`config.mk`:
```
export PLATFORM = sky130hd
export DESIGN_NAME = tile_map_row_column_copier
export DESIGN_NICKNAME = d
export VERILOG_FILES = /design/src/rtl/core/tmrc_pkg.sv /design/src/rtl/core/tile_map_row_column_copier.sv
export SDC_FILE = /design/constraint.sdc
export NUM_CORES = 1
export LEC_CHECK = 0
export BUFFER_PORTS_ARGS = -buffer_cell sky130_fd_sc_hd__buf_2
export CORE_ASPECT_RATIO = 0.75
export CORE_UTILIZATION = 40
export CTS_BUF_LIST = sky130_fd_sc_hd__clkbuf_16
export CTS_CLUSTER_DIAMETER = 100
export DETAILED_ROUTE_END_ITERATION = 10
export SYNTH_ARGS = -nofsm -noshare
export SYNTH_HDL_FRONTEND = slang
export SYNTH_SLANG_ARGS = --single-unit
```
`constraint.sdc`:
```
create_clock -name clk -period 4.2 [get_ports clk]
set_input_delay 0 -clock clk [delete_from_list [all_inputs] [get_ports clk]]
set_output_delay 0 -clock clk [all_outputs]
set_load 0.05 [all_outputs]
```
`src/rtl/core/tmrc_pkg.sv`:
```
// Shared types and constants for the tile map row/column copier.
// No dependencies; imported by tile_map_row_column_copier.
`timescale 1ns / 1ps

package tmrc_pkg;

    // Default transfer lengths in byte pairs
    localparam int COLUMN_PAIRS_DEF   = 18;
    localparam int HALF_ROW_PAIRS_DEF = 10;

    // Configuration register indexes and reset values
    localparam logic CFG_SOURCE_BASE = 1'b0;
    localparam logic CFG_MAP_HIGH    = 1'b1;

    localparam logic [15:0] SOURCE_BASE_RST = 16'hCBFC;
    localparam logic [7:0]  MAP_HIGH_RST    = 8'h98;

    // Item kind carried on the input tuser
    localparam logic ACT_START = 1'b0;
    localparam logic ACT_PAIR  = 1'b1;

    // Start request modes; any other value is a row
    localparam logic [7:0] REQ_OFF    = 8'd0;
    localparam logic [7:0] REQ_COLUMN = 8'd1;

    // Distance between tile map rows
    localparam logic [15:0] ROW_STRIDE = 16'd32;
    localparam logic [7:0]  ROW_STRIDE_LO = 8'd32;

    typedef enum logic [1:0] {
        MODE_IDLE   = 2'd0,
        MODE_COLUMN = 2'd1,
        MODE_ROW    = 2'd2
    } mode_t;

    typedef struct packed {
        logic        last;
        mode_t       mode_taken;
        logic        write_valid;
        logic [15:0] fetch_addr;
        logic [7:0]  write_data_second;
        logic [15:0] write_addr_second;
        logic [7:0]  write_data_first;
        logic [15:0] write_addr_first;
    } result_t;

endpackage

```
`src/rtl/core/tile_map_row_column_copier.sv`:
```
// Tile map row/column copier: start items set up a copy, pair items emit two writes each.
// Depends on tmrc_pkg.
`timescale 1ns / 1ps
// The result of an accepted item is registered, in the result register or the skid entry.
// Throughput: one item per cycle while s_tready is high; the pointer update for a pair
// is a 16-bit add and masks, done in the cycle the item is accepted. A two-entry output
// stage (result + skid) keeps s_tready high while one result waits.
// Reset (rst_n, async, active low): idle, source pointer 0, both result entries empty,
// source_base = 0xCBFC, map_high = 0x98.

module tile_map_row_column_copier
    import tmrc_pkg::*;
#(
    parameter int COLUMN_PAIRS   = COLUMN_PAIRS_DEF,    // 1..31
    parameter int HALF_ROW_PAIRS = HALF_ROW_PAIRS_DEF   // 1..16
)
(
    input  logic        clk,
    input  logic        rst_n,

    // configuration write port
    input  logic        cfg_we,
    input  logic        cfg_index,
    input  logic [15:0] cfg_wdata,

    // input items
    input  logic        s_tvalid,
    output logic        s_tready,
    input  logic [39:0] s_tdata,   // req_mode[7:0], dest_addr[23:8], byte_first[31:24],
                                   // byte_second[39:32]
    input  logic [0:0]  s_tuser,   // action[0]

    // result items
    output logic        m_tvalid,
    input  logic        m_tready,
    output logic [63:0] m_tdata,   // write_addr_first[15:0], write_data_first[23:16],
                                   // write_addr_second[39:24], write_data_second[47:40],
                                   // fetch_addr[63:48]
    output logic [2:0]  m_tuser,   // write_valid[0], mode_taken[2:1]
    output logic        m_tlast
);

    // Pair counter just wide enough for the longest pass
    localparam int MAX_PAIRS = (COLUMN_PAIRS > HALF_ROW_PAIRS) ? COLUMN_PAIRS : HALF_ROW_PAIRS;
    localparam int CNT_W     = $clog2(MAX_PAIRS + 1);
    localparam logic [CNT_W-1:0] COL_LOAD  = CNT_W'(COLUMN_PAIRS);
    localparam logic [CNT_W-1:0] HALF_LOAD = CNT_W'(HALF_ROW_PAIRS);
    localparam logic [CNT_W-1:0] CNT_ONE   = CNT_W'(1);

    // configuration
    logic [15:0] source_base_reg;
    logic [7:0]  map_high_reg;

    // transfer state
    mode_t            active_mode_reg, active_mode_next;
    logic [15:0]      source_ptr_reg, source_ptr_next;
    logic [15:0]      dest_ptr_reg, dest_ptr_next;
    logic [15:0]      saved_dest_reg, saved_dest_next;
    logic [CNT_W-1:0] pairs_left_reg, pairs_left_next;
    logic             second_half_reg, second_half_next;

    // output stage: result register plus skid entry
    result_t out_reg, out_next;
    result_t skid_reg, skid_next;
    logic    out_valid_reg, out_valid_next;
    logic    skid_valid_reg, skid_valid_next;

    // input fields
    logic        action;
    logic [7:0]  req_mode;
    logic [15:0] dest_addr;
    logic [7:0]  byte_first;
    logic [7:0]  byte_second;

    logic    in_fire;
    logic    out_fire;
    result_t res;

    // pointer arithmetic
    logic [15:0] dest_inc;
    logic [15:0] col_dest;
    logic [15:0] row_dest;
    logic [15:0] half_dest;
    logic        pass_done;

    assign action      = s_tuser[0];
    assign req_mode    = s_tdata[7:0];
    assign dest_addr   = s_tdata[23:8];
    assign byte_first  = s_tdata[31:24];
    assign byte_second = s_tdata[39:32];

    assign s_tready = !skid_valid_reg;
    assign in_fire  = s_tvalid && s_tready;
    assign out_fire = m_tvalid && m_tready;

    // Column: next row of the map, offset wraps in the 1 KB map
    assign dest_inc = dest_ptr_reg + 16'd1;
    assign col_dest = {map_high_reg[7:2], dest_ptr_reg[9:0] + ROW_STRIDE[9:0]};
    // Row: low 5 bits wrap inside the 32-byte row, carry from the pair is kept
    assign row_dest = {dest_inc[15:5], dest_inc[4:0] + 5'd1};
    // Second half: one row down, no carry into the high byte
    assign half_dest = {saved_dest_reg[15:8], saved_dest_reg[7:0] + ROW_STRIDE_LO};
    assign pass_done = (pairs_left_reg <= CNT_ONE);

    always_comb
    begin
        active_mode_next = active_mode_reg;
        source_ptr_next  = source_ptr_reg;
        dest_ptr_next    = dest_ptr_reg;
        saved_dest_next  = saved_dest_reg;
        pairs_left_next  = pairs_left_reg;
        second_half_next = second_half_reg;

        res = '0;
        res.mode_taken = MODE_IDLE;

        if (action == ACT_START) begin
            if (req_mode == REQ_OFF) begin
                active_mode_next = MODE_IDLE;
                res.last         = 1'b1;
            end
            else begin
                source_ptr_next  = source_base_reg;
                dest_ptr_next    = dest_addr;
                second_half_next = 1'b0;
                if (req_mode == REQ_COLUMN) begin
                    active_mode_next = MODE_COLUMN;
                    pairs_left_next  = COL_LOAD;
                    res.mode_taken   = MODE_COLUMN;
                end
                else begin
                    active_mode_next = MODE_ROW;
                    saved_dest_next  = dest_addr;
                    pairs_left_next  = HALF_LOAD;
                    res.mode_taken   = MODE_ROW;
                end
            end
        end
        else if (active_mode_reg == MODE_IDLE) begin
            // stray pair while idle: dropped
            res.last = 1'b1;
        end
        else begin
            res.write_valid       = 1'b1;
            res.write_addr_first  = dest_ptr_reg;
            res.write_data_first  = byte_first;
            res.write_addr_second = dest_inc;
            res.write_data_second = byte_second;
            res.mode_taken        = active_mode_reg;
            source_ptr_next       = source_ptr_reg + 16'd2;
            pairs_left_next       = pairs_left_reg - CNT_ONE;

            if (active_mode_reg == MODE_COLUMN) begin
                dest_ptr_next = col_dest;
                if (pass_done) begin
                    active_mode_next = MODE_IDLE;
                    res.last         = 1'b1;
                end
            end
            else begin
                dest_ptr_next = row_dest;
                if (pass_done) begin
                    if (!second_half_reg) begin
                        dest_ptr_next    = half_dest;
                        pairs_left_next  = HALF_LOAD;
                        second_half_next = 1'b1;
                    end
                    else begin
                        active_mode_next = MODE_IDLE;
                        res.last         = 1'b1;
                    end
                end
            end
        end

        res.fetch_addr = source_ptr_next;
    end

    // Output stage: a new result lands in the result register when it is free or being
    // drained, else in the skid entry; the skid entry refills the result register.
    always_comb
    begin
        out_next        = out_reg;
        skid_next       = skid_reg;
        out_valid_next  = out_valid_reg;
        skid_valid_next = skid_valid_reg;

        if (out_fire) begin
            if (skid_valid_reg) begin
                out_next        = skid_reg;
                skid_valid_next = 1'b0;
            end
            else begin
                out_valid_next = 1'b0;
            end
        end

        if (in_fire) begin
            if (!out_valid_reg || out_fire) begin
                out_next       = res;
                out_valid_next = 1'b1;
            end
            else begin
                skid_next       = res;
                skid_valid_next = 1'b1;
            end
        end
    end

    // control state and configuration
    always_ff @(posedge clk or negedge rst_n)
    begin
        if (!rst_n) begin
            source_base_reg <= SOURCE_BASE_RST;
            map_high_reg    <= MAP_HIGH_RST;
            active_mode_reg <= MODE_IDLE;
            source_ptr_reg  <= '0;
            pairs_left_reg  <= '0;
            second_half_reg <= 1'b0;
            out_valid_reg   <= 1'b0;
            skid_valid_reg  <= 1'b0;
        end
        else begin
            if (cfg_we) begin
                if (cfg_index == CFG_SOURCE_BASE) begin
                    source_base_reg <= cfg_wdata;
                end
                else begin
                    map_high_reg <= cfg_wdata[7:0];
                end
            end
            if (in_fire) begin
                active_mode_reg <= active_mode_next;
                source_ptr_reg  <= source_ptr_next;
                pairs_left_reg  <= pairs_left_next;
                second_half_reg <= second_half_next;
            end
            out_valid_reg  <= out_valid_next;
            skid_valid_reg <= skid_valid_next;
        end
    end

    // payload: pointers only read while a transfer is active, results only while valid
    always_ff @(posedge clk)
    begin
        if (in_fire) begin
            dest_ptr_reg   <= dest_ptr_next;
            saved_dest_reg <= saved_dest_next;
        end
        out_reg  <= out_next;
        skid_reg <= skid_next;
    end

    assign m_tvalid = out_valid_reg;
    assign m_tdata  = {out_reg.fetch_addr, out_reg.write_data_second, out_reg.write_addr_second,
                       out_reg.write_data_first, out_reg.write_addr_first};
    assign m_tuser  = {out_reg.mode_taken, out_reg.write_valid};
    assign m_tlast  = out_reg.last;

    // ---------------------------------------------------------------- checks

    // skid entry is only used behind a full result register
    assert property (@(posedge clk) disable iff (!rst_n)
        skid_valid_reg |-> out_valid_reg)
        else $error("skid entry valid with empty result register");

    // an active transfer always has at least one pair left in its pass
    assert property (@(posedge clk) disable iff (!rst_n)
        (active_mode_reg != MODE_IDLE) |-> (pairs_left_reg != '0))
        else $error("active transfer with empty pair count");

    // the second half only exists for rows
    assert property (@(posedge clk) disable iff (!rst_n)
        second_half_reg |-> (active_mode_reg != MODE_COLUMN))
        else $error("second half flag set during a column");

    // a result with writes always names the mode that produced it
    assert property (@(posedge clk) disable iff (!rst_n)
        (m_tvalid && m_tuser[0]) |-> (m_tuser[2:1] != MODE_IDLE))
        else $error("write result without a transfer mode");

endmodule

```
# After elaboration in Yosys (flattened, before gate mapping)
# Index checks and enable logic that the tools add are counted.
# op_classes
n_addsub	6
magnitude_cmp	1
n_eq_ne	7
n_mux	51
bitwise_logic	5
reduce_logical	14
# op_table
op	n
$mux W68	4
$mux W16	9
$mux W48	2
$mux W5	7
$mux W1	19
$add A16 B1 Y16 const B	1
$add A16 B2 Y16 const B	1
$mux W2	8
$add A10 B6 Y10 const B	1
$add A8 B6 Y8 const B	1
$eq A8 B1 Y1 const B	1
$logic_not A8 Y1	1
$reduce_and A4 Y1	2
$mux W3	2
$ne A2 B2 Y1 const B	3
$reduce_and A2 Y1	3
$add A5 B1 Y5 const B	1
$le A5 B1 Y1 const B	1
$not A1 Y1	5
$reduce_and A5 Y1	1
$sub A5 B1 Y5 const B	1
$ne A3 B1 Y1 const B	1
$reduce_and A3 Y1	1
$eq A2 B1 Y1 const B	1
5 further kinds	7
# totals
register_bits	218
in_bits	63
out_inout_bits	70
wordCells	110

# Logic depth before layout (Yosys ltp)
# Gate-level depths: netlist of the first run.
# logic_depth
ltp_word	7
mapped_depth	8
depth_no_buf	7

# Least setup slack after synthesis of the first run
# Ideal clock, no wire load.
# synth_timing
kind	register to register
start	register skid_valid_reg
end	register skid_reg[0] (netlist bit) (enable)
setup_time_ns	0.495
t_arrival_ns	3.780
required_time_ns	3.705
setup_slack_ns	-0.074
path_stages_with_launch	5
path_buffers	2
period_less_slack_ns	4.274
cell_sequence	dfrtp_1 > nand2b_1 > clkbuf_1 > clkbuf_1 > nor2_1
# synth_between
elab_chain_cells	3
# synth_lines
item	line	rtl
from (decl)	tile_map_row_column_copier.sv:66	logic skid_valid_reg, skid_valid_next;
from (signal assigned)	tile_map_row_column_copier.sv:239	skid_valid_reg <= skid_valid_next;
$logic_not A1 Y1	tile_map_row_column_copier.sv:92	assign s_tready = !skid_valid_reg;
$logic_and A1 B1 Y1	tile_map_row_column_copier.sv:93	assign in_fire = s_tvalid && s_tready;
$reduce_and A2 Y1 (no line)	--	
to (signal assigned)	tile_map_row_column_copier.sv:251	skid_reg <= skid_next;
to (decl)	tile_map_row_column_copier.sv:64	result_t skid_reg, skid_next;
# No other way between the ends.
# A chain may end at the register's enable or synchronous reset.

# Worst setup path in the final report of the first run
# layout_timing
start	register active_mode_reg[1]
end	register pairs_left_reg[2]
# layout_between
elab_chain_cells	4
word_cells_on_any_way	7
classes_between	eq/ne: 2; mux: 3; reduce/logical: 2
# layout_lines
item	line	rtl
from (decl)	tile_map_row_column_copier.sv:55	mode_t active_mode_reg, active_mode_next;
from (signal assigned)	tile_map_row_column_copier.sv:233	active_mode_reg <= active_mode_next;
$eq A2 B1 Y1	tile_map_row_column_copier.sv:153	if (active_mode_reg == MODE_COLUMN) begin
$mux W5	tile_map_row_column_copier.sv:153	
$mux W5	tile_map_row_column_copier.sv:139	else if (active_mode_reg == MODE_IDLE) begin
$mux W5	tile_map_row_column_copier.sv:117	if (action == ACT_START) begin
to (signal assigned)	tile_map_row_column_copier.sv:235	pairs_left_reg <= pairs_left_next;
to (decl)	tile_map_row_column_copier.sv:59	logic [CNT_W-1:0] pairs_left_reg, pairs_left_next;
# Several ways; a longest one is shown, not always the timed one. The select of a mux whose other input is x is not followed.

==> impl_metrics.tcl, run 1 <==
set metrics [dict create \
    yosys_warnings 0 \
    tritoncts.num_buffers 23 \
    grt_overflow 0 \
    mostFrequentLayoutCell "sky130_fd_sc_hd__buf_2" \
    diodes 0 \
    timing.fmax_mhz 323 \
    global_route.usage.total_pct 19.6 \
    post_route_cells_drive_above_1_share_pct 23.4 \
    post_route_antenna_net_violation_count 0 \
    grt_antenna_before_repair 0 \
    fill_cells 2248 \
    cts-htree-levels 1 \
    setup.worst_path.start_class "flop" \
    setup_repair_after_global_routing_missed_its_margin "false" \
    cells_after_synthesis 884 \
    layout.cells.most_common_list "sky130_fd_sc_hd__buf_2 (132), sky130_fd_sc_hd__edfxtp_1 (100), sky130_fd_sc_hd__nor2_1 (86)" \
    synthesis.area_sq_mm 0.00991 \
    multi_input_area_sq_mm 0.00401 \
    synth_sequential_area_ratio_pct 56.3 \
    ys_seq_elements 216 \
    tns_ns 0 \
    layout_min_cycle_time_ns 3.09 \
    largest_register_ff_count 68 \
    root_buffer "sky130_fd_sc_hd__clkbuf_16" \
    floorplan.io_pins 133 \
    cpMaxStageDelayCell "sky130_fd_sc_hd__or2_2" \
    timing.hold.worst.class "in2reg" \
    synth_cell_type_count 68 \
    initial_utilization_pct 41.0 \
    synth_ff_type "sky130_fd_sc_hd__edfxtp_1" \
    slew_headroom_pct 44.5 \
    async_set_or_reset_flop_fraction_in_the_synthesized_netlist_pct 22.2 \
    critical_path.max_fanout 32 \
    drt_first_pass_iters 5 \
    crit_path_end_kind "flop" \
    grt_pass1_vias 6600 \
    clkSinkCount 216 \
    cellLeakagePower_uw 0.00528 \
    cp.arrival_ns 3.49 \
    die_area_sq_mm 0.0254 \
    global_route_wire_length_before_repair_mm 38.8 \
    timing.final.setup_violations 0 \
    measured_slew_at_the_worst_slew_check_pin_ns 0.829 \
    tritoncts "yes" \
    port_buffers 132 \
    slowest_delay_ns 0.58 \
    vias 7275 \
    path_cells "or2_2 -> nand2_2 -> inv_1 -> o21ai_4 -> inv_1 -> o21ai_0 -> a21o_1" \
    seq_area_sq_mm 0.00558 \
    clk_latency_ns 0.51 \
    critical_path_required_ns 4.59 \
    route.detailed.drc 0 \
    drt_first_iter_violations 744 \
    crit_buf_inv 2 \
    clock_skew_ns 0.0131 \
    fraction_of_the_core_area_covered_by_cells_at_the_end_of_the_flow_pct 49.8 \
    run_status "finished, final reports clean" \
    finalHoldViolCount 0 \
    placement_rows 49 \
    clkTransAtPathRegs_ns 0.06 \
    via_cell_ratio 5.23 \
    route.final.wire_length_mm 25.0 \
    cellPowerDensity_mw_per_mm2 728 \
    number_of_enable_type_register_cells_in_the_synthesized_netlist 100 \
    dieWidth_um 184 \
    critical_path_class "reg2reg" \
    wl_per_cell_um 18.0 \
    final_min_period_over_clock_period_pct 73.7 \
    core_sq_mm 0.0242 \
    path_common_cell "sky130_fd_sc_hd__inv_1" \
    slew_violations 0 \
    final_net_count 1114 \
    cts.path.max_buffers 3 \
    synth_area_per_cell_sq_um 11.2 \
    cap_violations 0 \
    vdd_ir_drop_max_mv 0.314 \
    critPathTopFamily "buffers and inverters" \
    die_span_in_y_um 138 \
    gp_congestion 0.872 \
    syn2layout_area_growth_pct 21.5 \
    detailedPlacementHpwl_mm 17.1 \
    grt_max_degree 64 \
    syn-num-nets 954 \
    buffers_inserted_during_post_cts_setup_optimization 0 \
]
## worst paths after layout
path                       depth (start not counted)           startpoint  slack [ns]                  end
min in group asynchronous                          3                rst_n        0.14    source_ptr_reg[5]
setup / recovery                                   7   active_mode_reg[1]        1.11    pairs_left_reg[2]
max in group asynchronous                          3                rst_n        3.64      second_half_reg
hold reg to reg                                    1  source_base_reg[12]        0.51  source_base_reg[12]
hold / removal                                     4           s_tdata[5]        0.02   active_mode_reg[0]
setup reg to reg                                   7   active_mode_reg[1]        1.11    pairs_left_reg[2]
## power breakdown
part           switching, uW  internal [uW]
clock                    815            995
combinational           2460           1080
sequential               502           2910
## synthesized netlist by cell type, types with 4 or more instances
cell type | number | area (sq um)
sky130_fd_sc_hd__nand2_1 | 45 | 169
sky130_fd_sc_hd__o21ai_0 | 43 | 215
sky130_fd_sc_hd__a21oi_1 | 64 | 320
sky130_fd_sc_hd__o211ai_1 | 4 | 30.0
sky130_fd_sc_hd__xnor2_1 | 15 | 131
sky130_fd_sc_hd__o21a_1 | 8 | 60.1
sky130_fd_sc_hd__and3_1 | 31 | 194
sky130_fd_sc_hd__o22ai_1 | 9 | 56.3
sky130_fd_sc_hd__dfrtp_1 | 34 | 851
sky130_fd_sc_hd__ha_1 | 7 | 87.6
sky130_fd_sc_hd__dfxtp_1 | 68 | 1360
sky130_fd_sc_hd__o21ai_1 | 5 | 25.0
sky130_fd_sc_hd__xor2_1 | 17 | 149
sky130_fd_sc_hd__nand3_1 | 18 | 90.1
sky130_fd_sc_hd__nor2_1 | 87 | 327
sky130_fd_sc_hd__a211oi_1 | 4 | 30.0
sky130_fd_sc_hd__mux2i_1 | 77 | 771
sky130_fd_sc_hd__dfstp_2 | 14 | 368
sky130_fd_sc_hd__nor3_1 | 13 | 65.1
sky130_fd_sc_hd__buf_1 | 4 | 15.0
sky130_fd_sc_hd__a22oi_1 | 12 | 90.1
sky130_fd_sc_hd__inv_1 | 22 | 82.6
sky130_fd_sc_hd__nor4_1 | 10 | 62.6
sky130_fd_sc_hd__a21o_1 | 8 | 60.1
sky130_fd_sc_hd__buf_2 | 15 | 75.1
sky130_fd_sc_hd__edfxtp_1 | 100 | 3000
sky130_fd_sc_hd__clkbuf_1 | 38 | 143
sky130_fd_sc_hd__nand4_1 | 6 | 37.5
sky130_fd_sc_hd__mux2_2 | 39 | 439
sky130_fd_sc_hd__mux2_4 | 4 | 60.1
sky130_fd_sc_hd__and2_1 | 8 | 50.1
## per-layer routing
layer  global-route usage, %  up-vias  routed length, um
met5                       0        -                  0
met4                    3.99        0                408
met3                    3.35       26               1640
met2                    24.4      248               9500
met1                    33.6     3454              13500
li1                        -     3547                  -
## worst register-to-register path: stages (launching register included)
cell	delay, ns
sky130_fd_sc_hd__dfrtp_1	0.54
sky130_fd_sc_hd__or2_2	0.58
sky130_fd_sc_hd__nand2_2	0.33
sky130_fd_sc_hd__inv_1	0.54
sky130_fd_sc_hd__o21ai_4	0.15
sky130_fd_sc_hd__inv_1	0.46
sky130_fd_sc_hd__o21ai_0	0.18
sky130_fd_sc_hd__a21o_1	0.21
## through the flow
step                std cells  area, sq um  hold slack, ns  power, uW  worst slack (ns)
CTS                      1392        12000         0.00228       8790              1.09
floorplan                 884         9910          -0.296       6010              1.07
global placement         1297        10800           0.156       6890              1.16
finish                   1392        12000          0.0194       8760              1.11
global route             1392        12000          0.0382       9240             0.779
detailed placement       1297        10800           0.148       6930              1.13
## logic make-up after synthesis
group / Yosys count / share of synthesized area, %
AOI/OAI and AO/OA: 187 / 11.6
xor gates and xnor gates: 32 / 2.83
adders and majority gates: 7 / 0.884
buffers and inverters: 82 / 3.49
DFF: 216 / 56.3
muxes: 120 / 12.8
and+or+nand+nor: 240 / 12.0
## final cells by class
cell class,count,area share (%)
sequential,216,46.4
multi-input combinational,586,33.3
timing repair buffer,195,10.6
clock buffer,23,4.78
tap,331,3.44
clock inverter,19,0.748
inverter,22,0.686
## repair_timing
item / CTS / global route
resized for setup: 0 / 0
hold buffers: 53 / 0
endpoints found under the hold margin: 137 / 0
(Power assumes the default switching activity.)
==> inputs of run 2 (changes only) <==
==> constraint.sdc (replaced) <==
create_clock -name clk -period 2.95 [get_ports clk]
set_input_delay 0 -clock clk [delete_from_list [all_inputs] [get_ports clk]]
set_output_delay 0 -clock clk [all_outputs]
set_load 0.05 [all_outputs]
==> impl_metrics.tcl, run 2 (same netlist as run 1, synthesis figures left out) <==
set metrics [dict create \
    cap_violations 0 \
    post-route-worst-setup-slack_ns 0.569 \
    layout.cells.most_common_list "sky130_fd_sc_hd__buf_2 (132), sky130_fd_sc_hd__edfxtp_1 (100), sky130_fd_sc_hd__nor2_1 (86)" \
    route.detailed.drc 0 \
    slew_headroom_pct 43.7 \
    placement_rows 49 \
    seq_area_sq_mm 0.00558 \
    grt_antenna_before_repair 0 \
    met1_length_mm 13.4 \
    timing.fmax_mhz 420 \
    via_cell_ratio 5.18 \
    clk_latency_ns 0.51 \
    run_status "finished, final reports clean" \
    cp.arrival_ns 2.65 \
    drt_first_iter_violations 712 \
    slew_violations 0 \
    met3RoutedLength_mm 2.08 \
    clkTransAtPathRegs_ns 0.06 \
    setup.worst_path.start_class "flop" \
    die_span_in_y_um 138 \
    post_route_antenna_net_violation_count 0 \
    initial_utilization_pct 41.0 \
    buffers_inserted_during_post_cts_setup_optimization 0 \
    finalHoldWorstSlack_ns 0.00980 \
    grt_overflow 0 \
    drt_first_pass_iters 5 \
    port_buffers 132 \
    fill_cells 2227 \
    route.final.wire_length_mm 25.4 \
    vias 7292 \
    finalHoldViolCount 0 \
    clock_skew_ns 0.0117 \
    syn2layout_area_growth_pct 23.4 \
    detailedPlacementHpwl_mm 17.5 \
    diodes 0 \
    setup_repair_after_global_routing_missed_its_margin "false" \
    clkSinkCount 216 \
    critical_path_class "reg2reg" \
    critical_path_required_ns 3.22 \
    grt_pass1_vias 6681 \
    tritoncts.num_buffers 23 \
    crit_path_end_kind "flop" \
    core_sq_mm 0.0242 \
    measured_slew_at_the_worst_slew_check_pin_ns 0.842 \
    final_net_count 1129 \
    wl_per_cell_um 18.0 \
    grt_max_degree 52 \
    layout_min_cycle_time_ns 2.38 \
    largest_register_ff_count 68 \
    ctsHoldBuffers 55 \
    root_buffer "sky130_fd_sc_hd__clkbuf_16" \
    vdd_ir_drop_max_mv 0.462 \
    timing.hold.worst.class "in2async" \
    critical_path.max_fanout 9 \
    global_route.usage.total_pct 19.8 \
    cts-htree-levels 1 \
    total_met2_wirelength_after_detailed_routing_mm 9.56 \
    place_ws_ns 0.598 \
    final_min_period_over_clock_period_pct 80.7 \
    cellPowerDensity_mw_per_mm2 1040 \
    timing.final.setup_violations 0 \
    tns_ns 0 \
    post_route_cells_drive_above_1_share_pct 24.6 \
    top_layer_reached_by_signal_wires "met4" \
    floorplan.io_pins 133 \
    multi_input_area_sq_mm 0.00401 \
    cellLeakagePower_uw 0.00537 \
    cts.repair.resized 0 \
    global_route_wire_length_before_repair_mm 39.4 \
    dieWidth_um 184 \
    gp_congestion 0.841 \
    fraction_of_the_core_area_covered_by_cells_at_the_end_of_the_flow_pct 50.6 \
    mostFrequentLayoutCell "sky130_fd_sc_hd__buf_2" \
    cts.path.max_buffers 3 \
    tritoncts "yes" \
    die_area_sq_mm 0.0254 \
]
run 2: cell count changes in the layout (fill, tap and decap cells not counted), moves of 2 or more:
cell,before,now
sky130_fd_sc_hd__clkinv_4,1,3
sky130_fd_sc_hd__inv_1,30,27
sky130_fd_sc_hd__dlygate4sd3_1,53,55
sky130_fd_sc_hd__buf_4,9,21
run 2: metrics by stage:
stage | power (uW) | area [sq um] | std cells
4_1_cts | 12800 | 12200 | 1407
6_report | 12700 | 12200 | 1407
3_3_place_gp | 9850 | 11000 | 1310
5_1_grt | 13400 | 12200 | 1407
3_5_place_dp | 9920 | 11000 | 1310
2_1_floorplan | 8560 | 9920 | 884
run 2: routing by layer:
| layer | GRT usage, % | up-vias |
|---|---|---|
| li1 | - | 3578 |
| met1 | 33.8 | 3438 |
| met2 | 25.4 | 252 |
| met3 | 3.64 | 24 |
| met4 | 3.38 | 0 |
| met5 | 0 | - |
run 2: worst paths after layout:
path / start / to / slack (ns) / cells past startpoint
setup / recovery: dest_ptr_reg[0] / dest_ptr_reg[3] / 0.57 / 7
hold / removal: rst_n / source_ptr_reg[8] / 0.01 / 2
setup reg to reg: dest_ptr_reg[0] / dest_ptr_reg[3] / 0.57 / 7
hold reg to reg: source_ptr_reg[0] / source_ptr_reg[0] / 0.50 / 1
max in group asynchronous: rst_n / source_base_reg[15] / 2.13 / 3
min in group clk: cfg_we / map_high_reg[6] / 0.03 / 3
run 2: power breakdown:
| part | internal [uW] | switching, uW | total (uW) |
|---|---|---|---|
| logic | 1590 | 3540 | 5130 |
| registers | 4140 | 675 | 4820 |
| clock network | 1570 | 1210 | 2780 |
| total | 7300 | 5430 | 12700 |
run 2: layout make-up:
cell class                      count  share of cell area, %
Clock buffer                       24                   4.91
Tap cell                          331                   3.39
Multi-Input combinational cell    586                   32.8
Clock inverter                     18                   1.00
Timing Repair Buffer              210                   11.5
Sequential cell                   216                   45.7
Inverter                           22                  0.675
run 2: worst max-delay path, cell delays in order, from the launching register on:
cell and delay, ns:
sky130_fd_sc_hd__edfxtp_1 0.51, sky130_fd_sc_hd__inv_1 0.10, sky130_fd_sc_hd__ha_1 0.36, sky130_fd_sc_hd__or4b_2 0.62
sky130_fd_sc_hd__nand3_1 0.12, sky130_fd_sc_hd__xnor2_1 0.13, sky130_fd_sc_hd__a21oi_1 0.08, sky130_fd_sc_hd__a22o_1 0.21
